`config.mk`:
```
export PLATFORM = sky130hd
export DESIGN_NAME = doubly_linked_list_with_cursor
export DESIGN_NICKNAME = d
export VERILOG_FILES = /design/src/hw/rtl/dll_pkg.sv /design/src/hw/rtl/dll_ctrl.sv /design/src/hw/rtl/dll_dp.sv /design/src/hw/rtl/doubly_linked_list_with_cursor.sv
export SDC_FILE = /design/constraint.sdc
export NUM_CORES = 2
export LEC_CHECK = 0
export BUFFER_PORTS_ARGS = -buffer_cell sky130_fd_sc_hd__buf_2
export CORE_ASPECT_RATIO = 0.5
export CORE_MARGIN = 8
export CORE_UTILIZATION = 60
export DETAILED_ROUTE_END_ITERATION = 10
export GPL_TIMING_DRIVEN = 0
export PLACE_DENSITY_LB_ADDON = 0.25
export SLEW_MARGIN = 5
export SYNTH_ARGS = -nofsm -noshare
export SYNTH_HDL_FRONTEND = slang
export SYNTH_SLANG_ARGS = --single-unit
```
`constraint.sdc`:
```
create_clock -name clk -period 7.8 [get_ports clk]
set_input_delay 0.78 -clock clk [delete_from_list [all_inputs] [get_ports clk]]
set_output_delay 0.78 -clock clk [all_outputs]
set_load 0.03 [all_outputs]
```
`src/hw/rtl/dll_pkg.sv`:
```
// Shared types and constants for the doubly linked list engine.
// Used by dll_ctrl, dll_dp and the top level; depends on nothing else.
package dll_pkg;

    localparam int DATA_W        = 32;
    localparam int MODE_W        = 5;
    localparam int ERR_W         = 2;
    localparam int IN_TDATA_W    = 40;
    localparam int OUT_TDATA_W   = 40;
    localparam int OUT_PAD_W     = OUT_TDATA_W - DATA_W - ERR_W - 1;
    localparam int DEF_POOL_SIZE = 64;

    // Command codes carried in the mode field.
    localparam logic [MODE_W-1:0] MODE_CLEAR      = 5'd0;
    localparam logic [MODE_W-1:0] MODE_INS_HEAD   = 5'd1;
    localparam logic [MODE_W-1:0] MODE_INS_TAIL   = 5'd2;
    localparam logic [MODE_W-1:0] MODE_CUR_FIRST  = 5'd3;
    localparam logic [MODE_W-1:0] MODE_CUR_LAST   = 5'd4;
    localparam logic [MODE_W-1:0] MODE_READ_HEAD  = 5'd5;
    localparam logic [MODE_W-1:0] MODE_READ_TAIL  = 5'd6;
    localparam logic [MODE_W-1:0] MODE_DEL_HEAD   = 5'd7;
    localparam logic [MODE_W-1:0] MODE_DEL_TAIL   = 5'd8;
    localparam logic [MODE_W-1:0] MODE_DEL_AFTER  = 5'd9;
    localparam logic [MODE_W-1:0] MODE_DEL_BEFORE = 5'd10;
    localparam logic [MODE_W-1:0] MODE_INS_AFTER  = 5'd11;
    localparam logic [MODE_W-1:0] MODE_INS_BEFORE = 5'd12;
    localparam logic [MODE_W-1:0] MODE_READ_CUR   = 5'd13;
    localparam logic [MODE_W-1:0] MODE_WRITE_CUR  = 5'd14;
    localparam logic [MODE_W-1:0] MODE_NEXT       = 5'd15;
    localparam logic [MODE_W-1:0] MODE_PREV       = 5'd16;

    // Result error codes.
    localparam logic [ERR_W-1:0] ERR_OK    = 2'd0;
    localparam logic [ERR_W-1:0] ERR_EMPTY = 2'd1;
    localparam logic [ERR_W-1:0] ERR_FULL  = 2'd2;

    // Datapath operations, one per clock cycle.
    typedef enum logic [3:0] {
        OP_NONE,
        OP_CLEAR,
        OP_CUR_END,
        OP_WRITE_CUR,
        OP_STEP_RD,
        OP_STEP,
        OP_VAL_RD,
        OP_DEL_END_RD,
        OP_DEL_END_FIN,
        OP_DEL_NB_RD,
        OP_DEL_NB_T,
        OP_DEL_NB_FIN,
        OP_INS_RD,
        OP_INS_LINK,
        OP_INS_FIN
    } dll_op_t;

    // fwd selects the forward direction (head side, next links);
    // at_cur selects the cursor as anchor instead of a list end.
    typedef struct packed {
        dll_op_t          op;
        logic             fwd;
        logic             at_cur;
        logic [ERR_W-1:0] err;
        logic             rd_sel;
    } dll_cmd_t;

    typedef struct packed {
        logic head_ok;
        logic cur_ok;
        logic cur_is_head;
        logic cur_is_tail;
        logic one_node;
        logic can_take;
        logic t_is_end;
    } dll_status_t;

    localparam dll_cmd_t CMD_IDLE = '{
        op:     OP_NONE,
        fwd:    1'b0,
        at_cur: 1'b0,
        err:    ERR_OK,
        rd_sel: 1'b0
    };

endpackage

```
`src/hw/rtl/dll_ctrl.sv`:
```
// Command sequencer for the doubly linked list engine.
// Depends on dll_pkg; drives dll_dp through dll_cmd_t and reads dll_status_t.
module dll_ctrl
(
    input  logic                          clk,
    input  logic                          rst_n,
    input  logic                          in_valid,
    output logic                          in_ready,
    output logic                          in_load,
    input  logic [dll_pkg::MODE_W-1:0]    mode,
    input  dll_pkg::dll_status_t          status,
    output dll_pkg::dll_cmd_t             cmd,
    output logic                          out_load,
    output logic                          out_valid,
    input  logic                          out_ready
);

    typedef enum logic [1:0] {
        S_IDLE,
        S_EXEC,
        S_DONE
    } state_t;

    state_t            state_reg;
    state_t            state_next;
    dll_pkg::dll_cmd_t cmd_reg;
    dll_pkg::dll_cmd_t cmd_next;
    logic              out_valid_reg;
    logic              out_valid_next;
    logic              out_free;

    assign out_free = !out_valid_reg || out_ready;
    assign in_ready = (state_reg == S_IDLE);
    assign in_load  = in_ready && in_valid;
    assign out_load = (state_reg == S_DONE) && out_free;
    assign cmd      = cmd_reg;
    assign out_valid = out_valid_reg;

    always_comb
    begin
        state_next = state_reg;
        cmd_next   = cmd_reg;
        unique case (state_reg)
            S_IDLE:
            begin
                if (in_valid)
                begin
                    cmd_next   = dll_pkg::CMD_IDLE;
                    state_next = S_EXEC;
                    unique case (mode) inside
                        dll_pkg::MODE_CLEAR:
                        begin
                            cmd_next.op = dll_pkg::OP_CLEAR;
                        end
                        dll_pkg::MODE_INS_HEAD, dll_pkg::MODE_INS_TAIL:
                        begin
                            cmd_next.fwd = (mode == dll_pkg::MODE_INS_HEAD);
                            if (status.can_take)
                            begin
                                cmd_next.op = dll_pkg::OP_INS_RD;
                            end
                            else
                            begin
                                cmd_next.err = dll_pkg::ERR_FULL;
                                state_next   = S_DONE;
                            end
                        end
                        dll_pkg::MODE_CUR_FIRST, dll_pkg::MODE_CUR_LAST:
                        begin
                            cmd_next.fwd = (mode == dll_pkg::MODE_CUR_FIRST);
                            cmd_next.op  = dll_pkg::OP_CUR_END;
                        end
                        dll_pkg::MODE_READ_HEAD, dll_pkg::MODE_READ_TAIL:
                        begin
                            cmd_next.fwd = (mode == dll_pkg::MODE_READ_HEAD);
                            if (status.head_ok)
                            begin
                                cmd_next.op     = dll_pkg::OP_VAL_RD;
                                cmd_next.rd_sel = 1'b1;
                            end
                            else
                            begin
                                cmd_next.err = dll_pkg::ERR_EMPTY;
                                state_next   = S_DONE;
                            end
                        end
                        dll_pkg::MODE_DEL_HEAD, dll_pkg::MODE_DEL_TAIL:
                        begin
                            cmd_next.fwd = (mode == dll_pkg::MODE_DEL_HEAD);
                            if (status.head_ok)
                            begin
                                cmd_next.op = dll_pkg::OP_DEL_END_RD;
                            end
                            else
                            begin
                                state_next = S_DONE;
                            end
                        end
                        dll_pkg::MODE_DEL_AFTER:
                        begin
                            cmd_next.fwd = 1'b1;
                            if (status.cur_ok && !status.cur_is_tail)
                            begin
                                cmd_next.op = dll_pkg::OP_DEL_NB_RD;
                            end
                            else
                            begin
                                state_next = S_DONE;
                            end
                        end
                        dll_pkg::MODE_DEL_BEFORE:
                        begin
                            if (status.cur_ok && !status.cur_is_head)
                            begin
                                cmd_next.op = dll_pkg::OP_DEL_NB_RD;
                            end
                            else
                            begin
                                state_next = S_DONE;
                            end
                        end
                        dll_pkg::MODE_INS_AFTER, dll_pkg::MODE_INS_BEFORE:
                        begin
                            cmd_next.fwd    = (mode == dll_pkg::MODE_INS_AFTER);
                            cmd_next.at_cur = 1'b1;
                            if (!status.cur_ok)
                            begin
                                state_next = S_DONE;
                            end
                            else if (!status.can_take)
                            begin
                                cmd_next.err = dll_pkg::ERR_FULL;
                                state_next   = S_DONE;
                            end
                            else
                            begin
                                cmd_next.op = dll_pkg::OP_INS_RD;
                            end
                        end
                        dll_pkg::MODE_READ_CUR:
                        begin
                            cmd_next.at_cur = 1'b1;
                            if (status.cur_ok)
                            begin
                                cmd_next.op     = dll_pkg::OP_VAL_RD;
                                cmd_next.rd_sel = 1'b1;
                            end
                            else
                            begin
                                cmd_next.err = dll_pkg::ERR_EMPTY;
                                state_next   = S_DONE;
                            end
                        end
                        dll_pkg::MODE_WRITE_CUR:
                        begin
                            cmd_next.op = dll_pkg::OP_WRITE_CUR;
                        end
                        dll_pkg::MODE_NEXT, dll_pkg::MODE_PREV:
                        begin
                            cmd_next.fwd = (mode == dll_pkg::MODE_NEXT);
                            if (status.cur_ok)
                            begin
                                cmd_next.op = dll_pkg::OP_STEP_RD;
                            end
                            else
                            begin
                                state_next = S_DONE;
                            end
                        end
                        default:
                        begin
                            state_next = S_DONE;
                        end
                    endcase
                end
            end
            S_EXEC:
            begin
                cmd_next.op = dll_pkg::OP_NONE;
                state_next  = S_DONE;
                unique case (cmd_reg.op)
                    dll_pkg::OP_STEP_RD:
                    begin
                        cmd_next.op = dll_pkg::OP_STEP;
                        state_next  = S_EXEC;
                    end
                    dll_pkg::OP_DEL_END_RD:
                    begin
                        if (!status.one_node)
                        begin
                            cmd_next.op = dll_pkg::OP_DEL_END_FIN;
                            state_next  = S_EXEC;
                        end
                    end
                    dll_pkg::OP_DEL_NB_RD:
                    begin
                        cmd_next.op = dll_pkg::OP_DEL_NB_T;
                        state_next  = S_EXEC;
                    end
                    dll_pkg::OP_DEL_NB_T:
                    begin
                        if (!status.t_is_end)
                        begin
                            cmd_next.op = dll_pkg::OP_DEL_NB_FIN;
                            state_next  = S_EXEC;
                        end
                    end
                    dll_pkg::OP_INS_RD:
                    begin
                        cmd_next.op = dll_pkg::OP_INS_LINK;
                        state_next  = S_EXEC;
                    end
                    dll_pkg::OP_INS_LINK:
                    begin
                        cmd_next.op = dll_pkg::OP_INS_FIN;
                        state_next  = S_EXEC;
                    end
                    default:
                    begin
                    end
                endcase
            end
            S_DONE:
            begin
                if (out_free)
                begin
                    state_next = S_IDLE;
                end
            end
            default:
            begin
                state_next = S_IDLE;
            end
        endcase
    end

    always_comb
    begin
        out_valid_next = out_valid_reg;
        if (out_load)
        begin
            out_valid_next = 1'b1;
        end
        else if (out_ready)
        begin
            out_valid_next = 1'b0;
        end
    end

    always_ff @(posedge clk or negedge rst_n)
    begin
        if (!rst_n)
        begin
            state_reg     <= S_IDLE;
            cmd_reg       <= dll_pkg::CMD_IDLE;
            out_valid_reg <= 1'b0;
        end
        else
        begin
            state_reg     <= state_next;
            cmd_reg       <= cmd_next;
            out_valid_reg <= out_valid_next;
        end
    end

endmodule

```
`src/hw/rtl/dll_dp.sv`:
```
// Datapath of the doubly linked list engine: node pool memories, free stack,
// list pointers and the result register. Depends on dll_pkg; driven by dll_ctrl.
module dll_dp #(
    parameter int POOL_SIZE = dll_pkg::DEF_POOL_SIZE
)
(
    input  logic                               clk,
    input  logic                               rst_n,
    input  dll_pkg::dll_cmd_t                  cmd,
    input  logic                               in_load,
    input  logic signed [dll_pkg::DATA_W-1:0]  in_value,
    input  logic                               out_load,
    output dll_pkg::dll_status_t               status,
    output logic signed [dll_pkg::DATA_W-1:0]  read_value,
    output logic [dll_pkg::ERR_W-1:0]          error_code,
    output logic                               cursor_active
);

    localparam int IW = $clog2(POOL_SIZE);
    localparam int PW = $clog2(POOL_SIZE + 1);
    localparam logic [PW-1:0] NIL = PW'(POOL_SIZE);

    function automatic logic is_node(input logic [PW-1:0] p);
        return p < NIL;
    endfunction

    logic signed [dll_pkg::DATA_W-1:0] value_mem [POOL_SIZE];
    logic [PW-1:0]                     next_mem  [POOL_SIZE];
    logic [PW-1:0]                     prev_mem  [POOL_SIZE];
    logic [IW-1:0]                     free_mem  [POOL_SIZE];

    logic signed [dll_pkg::DATA_W-1:0] value_rd_reg;
    logic [PW-1:0]                     next_rd_reg;
    logic [PW-1:0]                     prev_rd_reg;
    logic [IW-1:0]                     free_rd_reg;

    logic [PW-1:0] head_reg, head_next;
    logic [PW-1:0] tail_reg, tail_next;
    logic [PW-1:0] cur_reg, cur_next;
    logic [PW-1:0] free_top_reg, free_top_next;
    logic [PW-1:0] fresh_reg, fresh_next;
    logic [PW-1:0] t_reg, t_next;
    logic [PW-1:0] n_reg, n_next;

    logic signed [dll_pkg::DATA_W-1:0] value_in_reg;
    logic signed [dll_pkg::DATA_W-1:0] out_value_reg;
    logic [dll_pkg::ERR_W-1:0]         out_err_reg;
    logic                              out_cur_reg;

    logic                              vw_en, nw_en, pw_en, fw_en;
    logic [PW-1:0]                     vw_idx, nw_idx, pw_idx;
    logic signed [dll_pkg::DATA_W-1:0] vw_data;
    logic [PW-1:0]                     nw_data, pw_data;
    logic                              vr_en, nr_en, pr_en, fr_en;
    logic [PW-1:0]                     vr_idx, nr_idx, pr_idx;

    logic [PW-1:0] free_top_dec;
    logic [PW-1:0] end_node;
    logic [PW-1:0] nb_rd;
    logic          nb_is_end;
    logic [PW-1:0] take_idx;
    logic [PW-1:0] ins_t;
    logic [PW-1:0] anchor;
    logic          push_en;
    logic [PW-1:0] push_idx;

    // Helpers shared by several operations.
    assign free_top_dec = free_top_reg - PW'(1);
    assign end_node     = cmd.fwd ? head_reg : tail_reg;
    assign nb_rd        = cmd.fwd ? next_rd_reg : prev_rd_reg;
    assign nb_is_end    = cmd.fwd ? (next_rd_reg == tail_reg) : (prev_rd_reg == head_reg);
    assign take_idx     = (free_top_reg != '0) ? PW'(free_rd_reg) : fresh_reg;
    assign ins_t        = cmd.at_cur ? nb_rd : end_node;
    assign anchor       = cmd.at_cur ? cur_reg : NIL;

    assign status.head_ok     = is_node(head_reg);
    assign status.cur_ok      = is_node(cur_reg);
    assign status.cur_is_head = (cur_reg == head_reg);
    assign status.cur_is_tail = (cur_reg == tail_reg);
    assign status.one_node    = (head_reg == tail_reg);
    assign status.can_take    = (free_top_reg != '0) || (fresh_reg < NIL);
    assign status.t_is_end    = nb_is_end;

    // Read ports: the link memories are read at the cursor unless a list end
    // or the node just fetched has to be followed.
    always_comb
    begin
        nr_en  = 1'b0;
        pr_en  = 1'b0;
        nr_idx = cur_reg;
        pr_idx = cur_reg;
        case (cmd.op) inside
            dll_pkg::OP_STEP_RD, dll_pkg::OP_DEL_NB_RD, dll_pkg::OP_INS_RD:
            begin
                nr_en = 1'b1;
                pr_en = 1'b1;
            end
            dll_pkg::OP_DEL_END_RD:
            begin
                nr_en  = 1'b1;
                pr_en  = 1'b1;
                nr_idx = head_reg;
                pr_idx = tail_reg;
            end
            dll_pkg::OP_DEL_NB_T:
            begin
                nr_en  = 1'b1;
                pr_en  = 1'b1;
                nr_idx = next_rd_reg;
                pr_idx = prev_rd_reg;
            end
            default:
            begin
            end
        endcase
    end

    assign vr_en  = (cmd.op == dll_pkg::OP_VAL_RD);
    assign vr_idx = cmd.at_cur ? cur_reg : end_node;
    assign fr_en  = (cmd.op == dll_pkg::OP_INS_RD) && (free_top_reg != '0);

    // State updates and write ports. Each memory takes at most one write per op.
    always_comb
    begin
        head_next     = head_reg;
        tail_next     = tail_reg;
        cur_next      = cur_reg;
        free_top_next = free_top_reg;
        fresh_next    = fresh_reg;
        t_next        = t_reg;
        n_next        = n_reg;
        vw_en         = 1'b0;
        vw_idx        = cur_reg;
        vw_data       = value_in_reg;
        nw_en         = 1'b0;
        nw_idx        = cur_reg;
        nw_data       = NIL;
        pw_en         = 1'b0;
        pw_idx        = cur_reg;
        pw_data       = NIL;
        fw_en         = 1'b0;
        push_en       = 1'b0;
        push_idx      = t_reg;

        case (cmd.op)
            dll_pkg::OP_CLEAR:
            begin
                head_next     = NIL;
                tail_next     = NIL;
                cur_next      = NIL;
                free_top_next = '0;
                fresh_next    = '0;
            end
            dll_pkg::OP_CUR_END:
            begin
                cur_next = end_node;
            end
            dll_pkg::OP_WRITE_CUR:
            begin
                vw_en = is_node(cur_reg);
            end
            dll_pkg::OP_STEP:
            begin
                cur_next = nb_rd;
            end
            dll_pkg::OP_DEL_END_RD:
            begin
                t_next = end_node;
                if (cur_reg == end_node)
                begin
                    cur_next = NIL;
                end
                if (head_reg == tail_reg)
                begin
                    head_next = NIL;
                    tail_next = NIL;
                    push_en   = 1'b1;
                    push_idx  = end_node;
                end
            end
            dll_pkg::OP_DEL_END_FIN:
            begin
                push_en = 1'b1;
                if (cmd.fwd)
                begin
                    head_next = next_rd_reg;
                    pw_en     = is_node(next_rd_reg);
                    pw_idx    = next_rd_reg;
                end
                else
                begin
                    tail_next = prev_rd_reg;
                    nw_en     = is_node(prev_rd_reg);
                    nw_idx    = prev_rd_reg;
                end
            end
            dll_pkg::OP_DEL_NB_T:
            begin
                t_next = nb_rd;
                if (nb_is_end)
                begin
                    push_en  = 1'b1;
                    push_idx = nb_rd;
                    if (cmd.fwd)
                    begin
                        nw_en     = 1'b1;
                        tail_next = cur_reg;
                    end
                    else
                    begin
                        pw_en     = 1'b1;
                        head_next = cur_reg;
                    end
                end
            end
            dll_pkg::OP_DEL_NB_FIN:
            begin
                push_en = 1'b1;
                if (cmd.fwd)
                begin
                    pw_en   = is_node(nb_rd);
                    pw_idx  = nb_rd;
                    pw_data = cur_reg;
                    nw_en   = 1'b1;
                    nw_data = nb_rd;
                end
                else
                begin
                    nw_en   = is_node(nb_rd);
                    nw_idx  = nb_rd;
                    nw_data = cur_reg;
                    pw_en   = 1'b1;
                    pw_data = nb_rd;
                end
            end
            dll_pkg::OP_INS_LINK:
            begin
                n_next = take_idx;
                if (free_top_reg != '0)
                begin
                    free_top_next = free_top_dec;
                end
                else
                begin
                    fresh_next = fresh_reg + PW'(1);
                end
                vw_en  = 1'b1;
                vw_idx = take_idx;
                if (cmd.fwd)
                begin
                    nw_en   = 1'b1;
                    nw_idx  = take_idx;
                    nw_data = ins_t;
                    if (is_node(ins_t))
                    begin
                        pw_en   = 1'b1;
                        pw_idx  = ins_t;
                        pw_data = take_idx;
                    end
                    else
                    begin
                        tail_next = take_idx;
                    end
                end
                else
                begin
                    pw_en   = 1'b1;
                    pw_idx  = take_idx;
                    pw_data = ins_t;
                    if (is_node(ins_t))
                    begin
                        nw_en   = 1'b1;
                        nw_idx  = ins_t;
                        nw_data = take_idx;
                    end
                    else
                    begin
                        head_next = take_idx;
                    end
                end
            end
            dll_pkg::OP_INS_FIN:
            begin
                if (cmd.fwd)
                begin
                    pw_en   = 1'b1;
                    pw_idx  = n_reg;
                    pw_data = anchor;
                    if (is_node(anchor))
                    begin
                        nw_en   = 1'b1;
                        nw_idx  = anchor;
                        nw_data = n_reg;
                    end
                    else
                    begin
                        head_next = n_reg;
                    end
                end
                else
                begin
                    nw_en   = 1'b1;
                    nw_idx  = n_reg;
                    nw_data = anchor;
                    if (is_node(anchor))
                    begin
                        pw_en   = 1'b1;
                        pw_idx  = anchor;
                        pw_data = n_reg;
                    end
                    else
                    begin
                        tail_next = n_reg;
                    end
                end
            end
            default:
            begin
            end
        endcase

        // A freed node goes back on the free stack.
        if (push_en && is_node(push_idx) && (free_top_reg < NIL))
        begin
            fw_en         = 1'b1;
            free_top_next = free_top_reg + PW'(1);
        end
    end

    always_ff @(posedge clk)
    begin
        if (vw_en)
        begin
            value_mem[vw_idx[IW-1:0]] <= vw_data;
        end
        if (vr_en)
        begin
            value_rd_reg <= value_mem[vr_idx[IW-1:0]];
        end
    end

    always_ff @(posedge clk)
    begin
        if (nw_en)
        begin
            next_mem[nw_idx[IW-1:0]] <= nw_data;
        end
        if (nr_en)
        begin
            next_rd_reg <= next_mem[nr_idx[IW-1:0]];
        end
    end

    always_ff @(posedge clk)
    begin
        if (pw_en)
        begin
            prev_mem[pw_idx[IW-1:0]] <= pw_data;
        end
        if (pr_en)
        begin
            prev_rd_reg <= prev_mem[pr_idx[IW-1:0]];
        end
    end

    always_ff @(posedge clk)
    begin
        if (fw_en)
        begin
            free_mem[free_top_reg[IW-1:0]] <= push_idx[IW-1:0];
        end
        if (fr_en)
        begin
            free_rd_reg <= free_mem[free_top_dec[IW-1:0]];
        end
    end

    always_ff @(posedge clk or negedge rst_n)
    begin
        if (!rst_n)
        begin
            head_reg     <= NIL;
            tail_reg     <= NIL;
            cur_reg      <= NIL;
            free_top_reg <= '0;
            fresh_reg    <= '0;
        end
        else
        begin
            head_reg     <= head_next;
            tail_reg     <= tail_next;
            cur_reg      <= cur_next;
            free_top_reg <= free_top_next;
            fresh_reg    <= fresh_next;
        end
    end

    always_ff @(posedge clk)
    begin
        t_reg <= t_next;
        n_reg <= n_next;
        if (in_load)
        begin
            value_in_reg <= in_value;
        end
        if (out_load)
        begin
            out_value_reg <= cmd.rd_sel ? value_rd_reg : '0;
            out_err_reg   <= cmd.err;
            out_cur_reg   <= is_node(cur_reg);
        end
    end

    assign read_value    = out_value_reg;
    assign error_code    = out_err_reg;
    assign cursor_active = out_cur_reg;

endmodule

```
`src/hw/rtl/doubly_linked_list_with_cursor.sv`:
```
// Top level of the doubly linked list engine with cursor.
// Depends on dll_pkg, dll_ctrl (sequencer) and dll_dp (pool memories and pointers).

// The block keeps signed 32-bit values in a pool of POOL_SIZE nodes chained
// forward and backward, with a head, a tail and a cursor, and executes one
// command per input request, answering every request with exactly one result
// request. Commands are taken one at a time: between acceptance and result
// hand-over a request runs a chain of datapath operations set by the dependent
// link reads through the registered read ports of the link memories. A command
// whose precondition fails (empty list, no cursor, full pool) and an unused
// code run no operation, except an overwrite, which runs with or without a
// cursor. The result sits in an output register, so the next command is
// accepted while a finished result waits to be taken; a command only stalls
// when its own result is ready and the previous one still has not been
// collected. Clearing is immediate, there is no clearing pass after reset, and
// a read only ever returns the value of a node that has been written.
module doubly_linked_list_with_cursor #(
    parameter int POOL_SIZE = dll_pkg::DEF_POOL_SIZE
)
(
    input  logic                                clk,
    input  logic                                rst_n,
    input  logic                                s_tvalid,
    output logic                                s_tready,
    input  logic [dll_pkg::IN_TDATA_W-1:0]      s_tdata,   // mode[4:0], value[36:5]
    output logic                                m_tvalid,
    input  logic                                m_tready,
    output logic [dll_pkg::OUT_TDATA_W-1:0]     m_tdata    // read_value[31:0],
                                                           // error_code[33:32],
                                                           // cursor_active[34]
);

    logic [dll_pkg::MODE_W-1:0]         mode;
    logic signed [dll_pkg::DATA_W-1:0]  value;
    logic signed [dll_pkg::DATA_W-1:0]  read_value;
    logic [dll_pkg::ERR_W-1:0]          error_code;
    logic                               cursor_active;
    logic                               in_load;
    logic                               out_load;
    dll_pkg::dll_cmd_t                  cmd;
    dll_pkg::dll_status_t               status;

    // Unpack the incoming request.
    assign mode  = s_tdata[dll_pkg::MODE_W-1:0];
    assign value = s_tdata[dll_pkg::MODE_W +: dll_pkg::DATA_W];

    // The sequencer decodes each command against the list status and steps
    // the datapath one operation per cycle.
    dll_ctrl u_ctrl (
        .clk       (clk),
        .rst_n     (rst_n),
        .in_valid  (s_tvalid),
        .in_ready  (s_tready),
        .in_load   (in_load),
        .mode      (mode),
        .status    (status),
        .cmd       (cmd),
        .out_load  (out_load),
        .out_valid (m_tvalid),
        .out_ready (m_tready)
    );

    // The datapath owns the node pool, the free stack and the result register.
    dll_dp #(
        .POOL_SIZE (POOL_SIZE)
    ) u_dp (
        .clk           (clk),
        .rst_n         (rst_n),
        .cmd           (cmd),
        .in_load       (in_load),
        .in_value      (value),
        .out_load      (out_load),
        .status        (status),
        .read_value    (read_value),
        .error_code    (error_code),
        .cursor_active (cursor_active)
    );

    // Pack the result request, padded with zeros to whole bytes.
    assign m_tdata = {{dll_pkg::OUT_PAD_W{1'b0}}, cursor_active, error_code, read_value};

`ifndef SYNTH
    // Only one command is ever in progress.
    a_one_in_flight: assert property (@(posedge clk) disable iff (!rst_n)
        (s_tvalid && s_tready) |=> !s_tready)
        else $error("input accepted while a command was still in progress");

    // A result is only loaded when the output register is free or being emptied.
    a_load_free: assert property (@(posedge clk) disable iff (!rst_n)
        out_load |-> (!m_tvalid || m_tready))
        else $error("result register overwritten before it was taken");

    // A failed command never reports a read value.
    a_err_zero: assert property (@(posedge clk) disable iff (!rst_n)
        (m_tvalid && (error_code != dll_pkg::ERR_OK)) |-> (read_value == '0))
        else $error("error result carries a non-zero read value");

    // Only defined error codes appear on the result.
    a_err_code: assert property (@(posedge clk) disable iff (!rst_n)
        m_tvalid |-> ((error_code == dll_pkg::ERR_OK) || (error_code == dll_pkg::ERR_EMPTY)
                      || (error_code == dll_pkg::ERR_FULL)))
        else $error("undefined error code on result");
`endif

endmodule
```
==> run summary <==
max FFs per register = 2048
Reg2Reg Depth = 12
clock-pin slew on the worst setup and hold paths = 0.07 ns
gr ovfl total = 0
async set-reset flop share out of synthesis = 0.0134
IO buf count = 75
vias in the first global route = 77900
fin worst setup slack = 1.40 ns
Critical Path Slowest Stage Cell = a21oi_1
Worst Path Required = 8.35 ns
hold buffers post-CTS = 0
PD cells = 318 mW/mm^2
largest cells by area after synthesis = edfxtp_1, mux4_2, mux2i_1
synth cell count leaders = edfxtp_1, mux4_2, nor2_1, a22oi_1, mux2i_1
Rows = 125
Seq pwr share = 0.426
DRT Wirelength = 390 mm
syn avg cell area = 18.9 um^2
DP Area = 0.149 mm^2
core box area = 0.232 mm^2
unrepaired setup endpoints after global routing = no
f_max = 156 MHz
status = finished, final reports clean
Starting Density = 0.603
Die Width = 699 um
initial antenna violation count = 23
Distinct cells, synth = 97
nets = 8015
Die Span Y = 357 um
Post-Synth Adder-Cell Area = 0.000268
sequential share of the synthesized area = 0.751
final hold violation count = 0
cell family with most CP delay = simple AND/OR/NAND/NOR gates
TritonCTS clock tree = built
via count = 79100
remaining antenna violation count after routing = 0
GPL Wtd Cong = 0.969
ys flop type = edfxtp_1
Comb power frac = 0.279
Max clock buf depth = 4
hpwl dp = 259 mm
DRT iter0 DRCs = 12000
Clock H-tree levels = 5
YS warnings = 0
first-pass iteration count of the detailed router = 6
Max FO, Critical Path = 18
worst-path cell chain = clkbuf_1, buf_2, buf_1, inv_1, ha_1, nor3b_1, nand2_1, mux2i_1, a21oi_1, nand3_1, nor2_4, buf_16
EDFF count, synth = 3461
Synth Area in Compound Gates = 0.0604
Clock power frac = 0.296
Max VDD drop = 0.000217 V
largest family of logic cells by synthesized area = multiplexers
DRC Markers = 0
flop2flop setup slack = 1.40 ns
Seq cells post-synth = 3508
sw power = 16.1 mW
Worst-Skew Late Latency = 0.87 ns
largest net degree at the start of global routing = 65
Synth Cell Area = 0.140 mm^2
overall routing resource usage = 0.308
multiplexer area fraction after synthesis = 0.124
reg2reg start = u_dp.free_top_reg[0]
Min-Delay Startpoint = s_tdata[22]
average wire per standard cell = 34.5 um
number of setup violations in the final report = 0
max-cap viol count = 0
Hold Crit Endpoint = u_dp.value_in_reg[17]
Crit path buffers/inverters = 5
first-pass GRT wire length = 555 mm
r2r endpoint = u_dp.value_mem[60][9]
Root Buffer = clkbuf_16
Syn Inst Count = 7414
most common cell in the netlist = edfxtp_1
Synth area leader = edfxtp_1
layout cell share with drive strength beyond 1 = 0.210
worst endpoint data arrival time = 6.95 ns
cell area after layout = 0.159 mm^2
Area growth, synth to finish = 13.3%
worst slack, placed = 1.28 ns
full die area = 0.250 mm^2
# resized after CTS = 0
simple logic cell fraction of the synthesized area = 0.0424
worst slew pin tran = 1.39 ns
Switching Share = 0.320
clk_skew = 0.0793 ns
crit-path max cell delay = 1.12 ns
CP endpoint kind = flop
Post-CTS Setup Bufs = 0
Pint = 34.3 mW
Inserted Clock Buffers = 301
Slew headroom = 0.0644
hold depth = 1
post-route minimum period = 6.40 ns
num ports = 86
Post-Synth XOR/XNOR Area = 0.00351
WS Path Type = flop to flop
fin crit share = 0.821
max-slew violations = 0
via-per-instance ratio = 6.99
CTS sink count = 3508
Worst Hold Class = input port to flop
crit start category = flop
static leakage = 50.7 nW
post-synth top area share = 0.743
-- routing by layer --
layer / up-vias / share of wire / wire length [um] / global-route usage
li1: 31900 / - / - / -
met1: 40700 / 0.36 / 142000 / 0.412
met2: 5440 / 0.47 / 182000 / 0.483
met3: 998 / 0.12 / 45800 / 0.0783
met4: 4 / 0.054 / 20900 / 0.140
met5: - / 0.000074 / 29 / 0
-- cell families (layout without fill, tap and decap cells) --
logic type,after synthesis,count (layout)
DFF,3508,3508
and+or+nand+nor,1190,1190
AOI/OAI and AO/OA,1184,1184
muxes,927,927
buffers and inverters,545,1319
xor gates and xnor gates,56,56
adders and majority gates,3,3
other,1,15
-- worst reg2reg max path, cell delays in order (launching register included) --
cell and delay [ns]:
dfrtp_1 0.38, clkbuf_1 0.27, buf_2 0.42, buf_1 0.43
inv_1 0.17, ha_1 0.33, nor3b_1 0.18, nand2_1 0.26
mux2i_1 0.39, a21oi_1 1.12, nand3_1 0.98, nor2_4 0.89
buf_16 0.26
-- per-stage QoR --
stage	power (mW)	instances	setup TNS [ns]	utilization	hold slack (ns)
2_1_floorplan	29.8	7418	0	-	0.425
3_3_place_gp	34.9	10600	-759.01	0.622	0.448
3_5_place_dp	35.5	10800	0	0.642	0.448
4_1_cts	50.2	11300	0	0.683	0.0319
5_1_grt	51.6	11300	0	0.683	0.0471
6_report	50.5	11300	0	0.683	0.0795
-- cell type report --
type                            count  area [um^2]
Buffer                            517         2370
Fill cell                       14400        73400
Multi-Input combinational cell   3365        33100
Sequential cell                  3508       105000
Clock buffer                      370         7900
Clock inverter                    157         1540
Inverter                           28          105
Timing Repair Buffer              247         4420
Antenna cell                       10         25.0
Tap cell                         3111         3890
-- power by group through the flow --
stage               clock [mW]  combinational (mW)  sequential (mW)
floorplan                    0                7.74             22.1
global placement             0                12.5             22.4
detailed placement           0                13.6             21.9
CTS                       15.0                13.8             21.5
global route              15.7                14.5             21.5
finish                    14.9                14.1             21.5
-- cell usage in the layout (no fill, tap or decap), types with 25 or more instances in the layout --
master	Yosys	routed
buf_2	207	282
buf_1	40	40
inv_1	26	25
xnor2_1	28	28
nor2_1	314	252
buf_4	28	35
a22oi_1	293	293
o221a_2	31	31
o211ai_1	45	45
o221ai_1	43	37
a221oi_1	66	66
and3_1	97	97
clkbuf_1	233	297
o21ai_0	150	148
a211oi_1	131	129
xor2_1	28	28
a31oi_1	38	38
nand4_1	31	31
nand3_1	200	188
and2_1	43	43
clkbuf_16	0	306
mux2i_1	266	264
nand2_1	207	207
mux4_2	645	645
buf_16	0	105
bufinv_16	0	29
nor2_4	1	63
edfxtp_1	3461	3461
a21oi_1	201	200
clkinv_2	0	43
nor3_1	146	143
clkinv_1	0	67
dfrtp_1	44	44
buf_12	0	45
-- worst max path at each step --
stage	slack, ns	end	from	cells after the start
after floorplan	2.37	u_dp.value_mem[48][0]	u_dp.free_top_reg[0]	12
after global placement	-1.64	u_dp.value_mem[48][11]	u_dp.free_top_reg[0]	12
after detailed placement	1.28	u_dp.value_mem[31][19]	u_dp.free_top_reg[0]	12
after CTS	1.21	u_dp.value_mem[31][29]	u_dp.free_top_reg[0]	12
after global routing	1.20	u_dp.value_mem[60][9]	u_dp.free_top_reg[0]	12
final	1.40	u_dp.value_mem[60][9]	u_dp.free_top_reg[0]	12
Power figures use the tool's default switching activity.
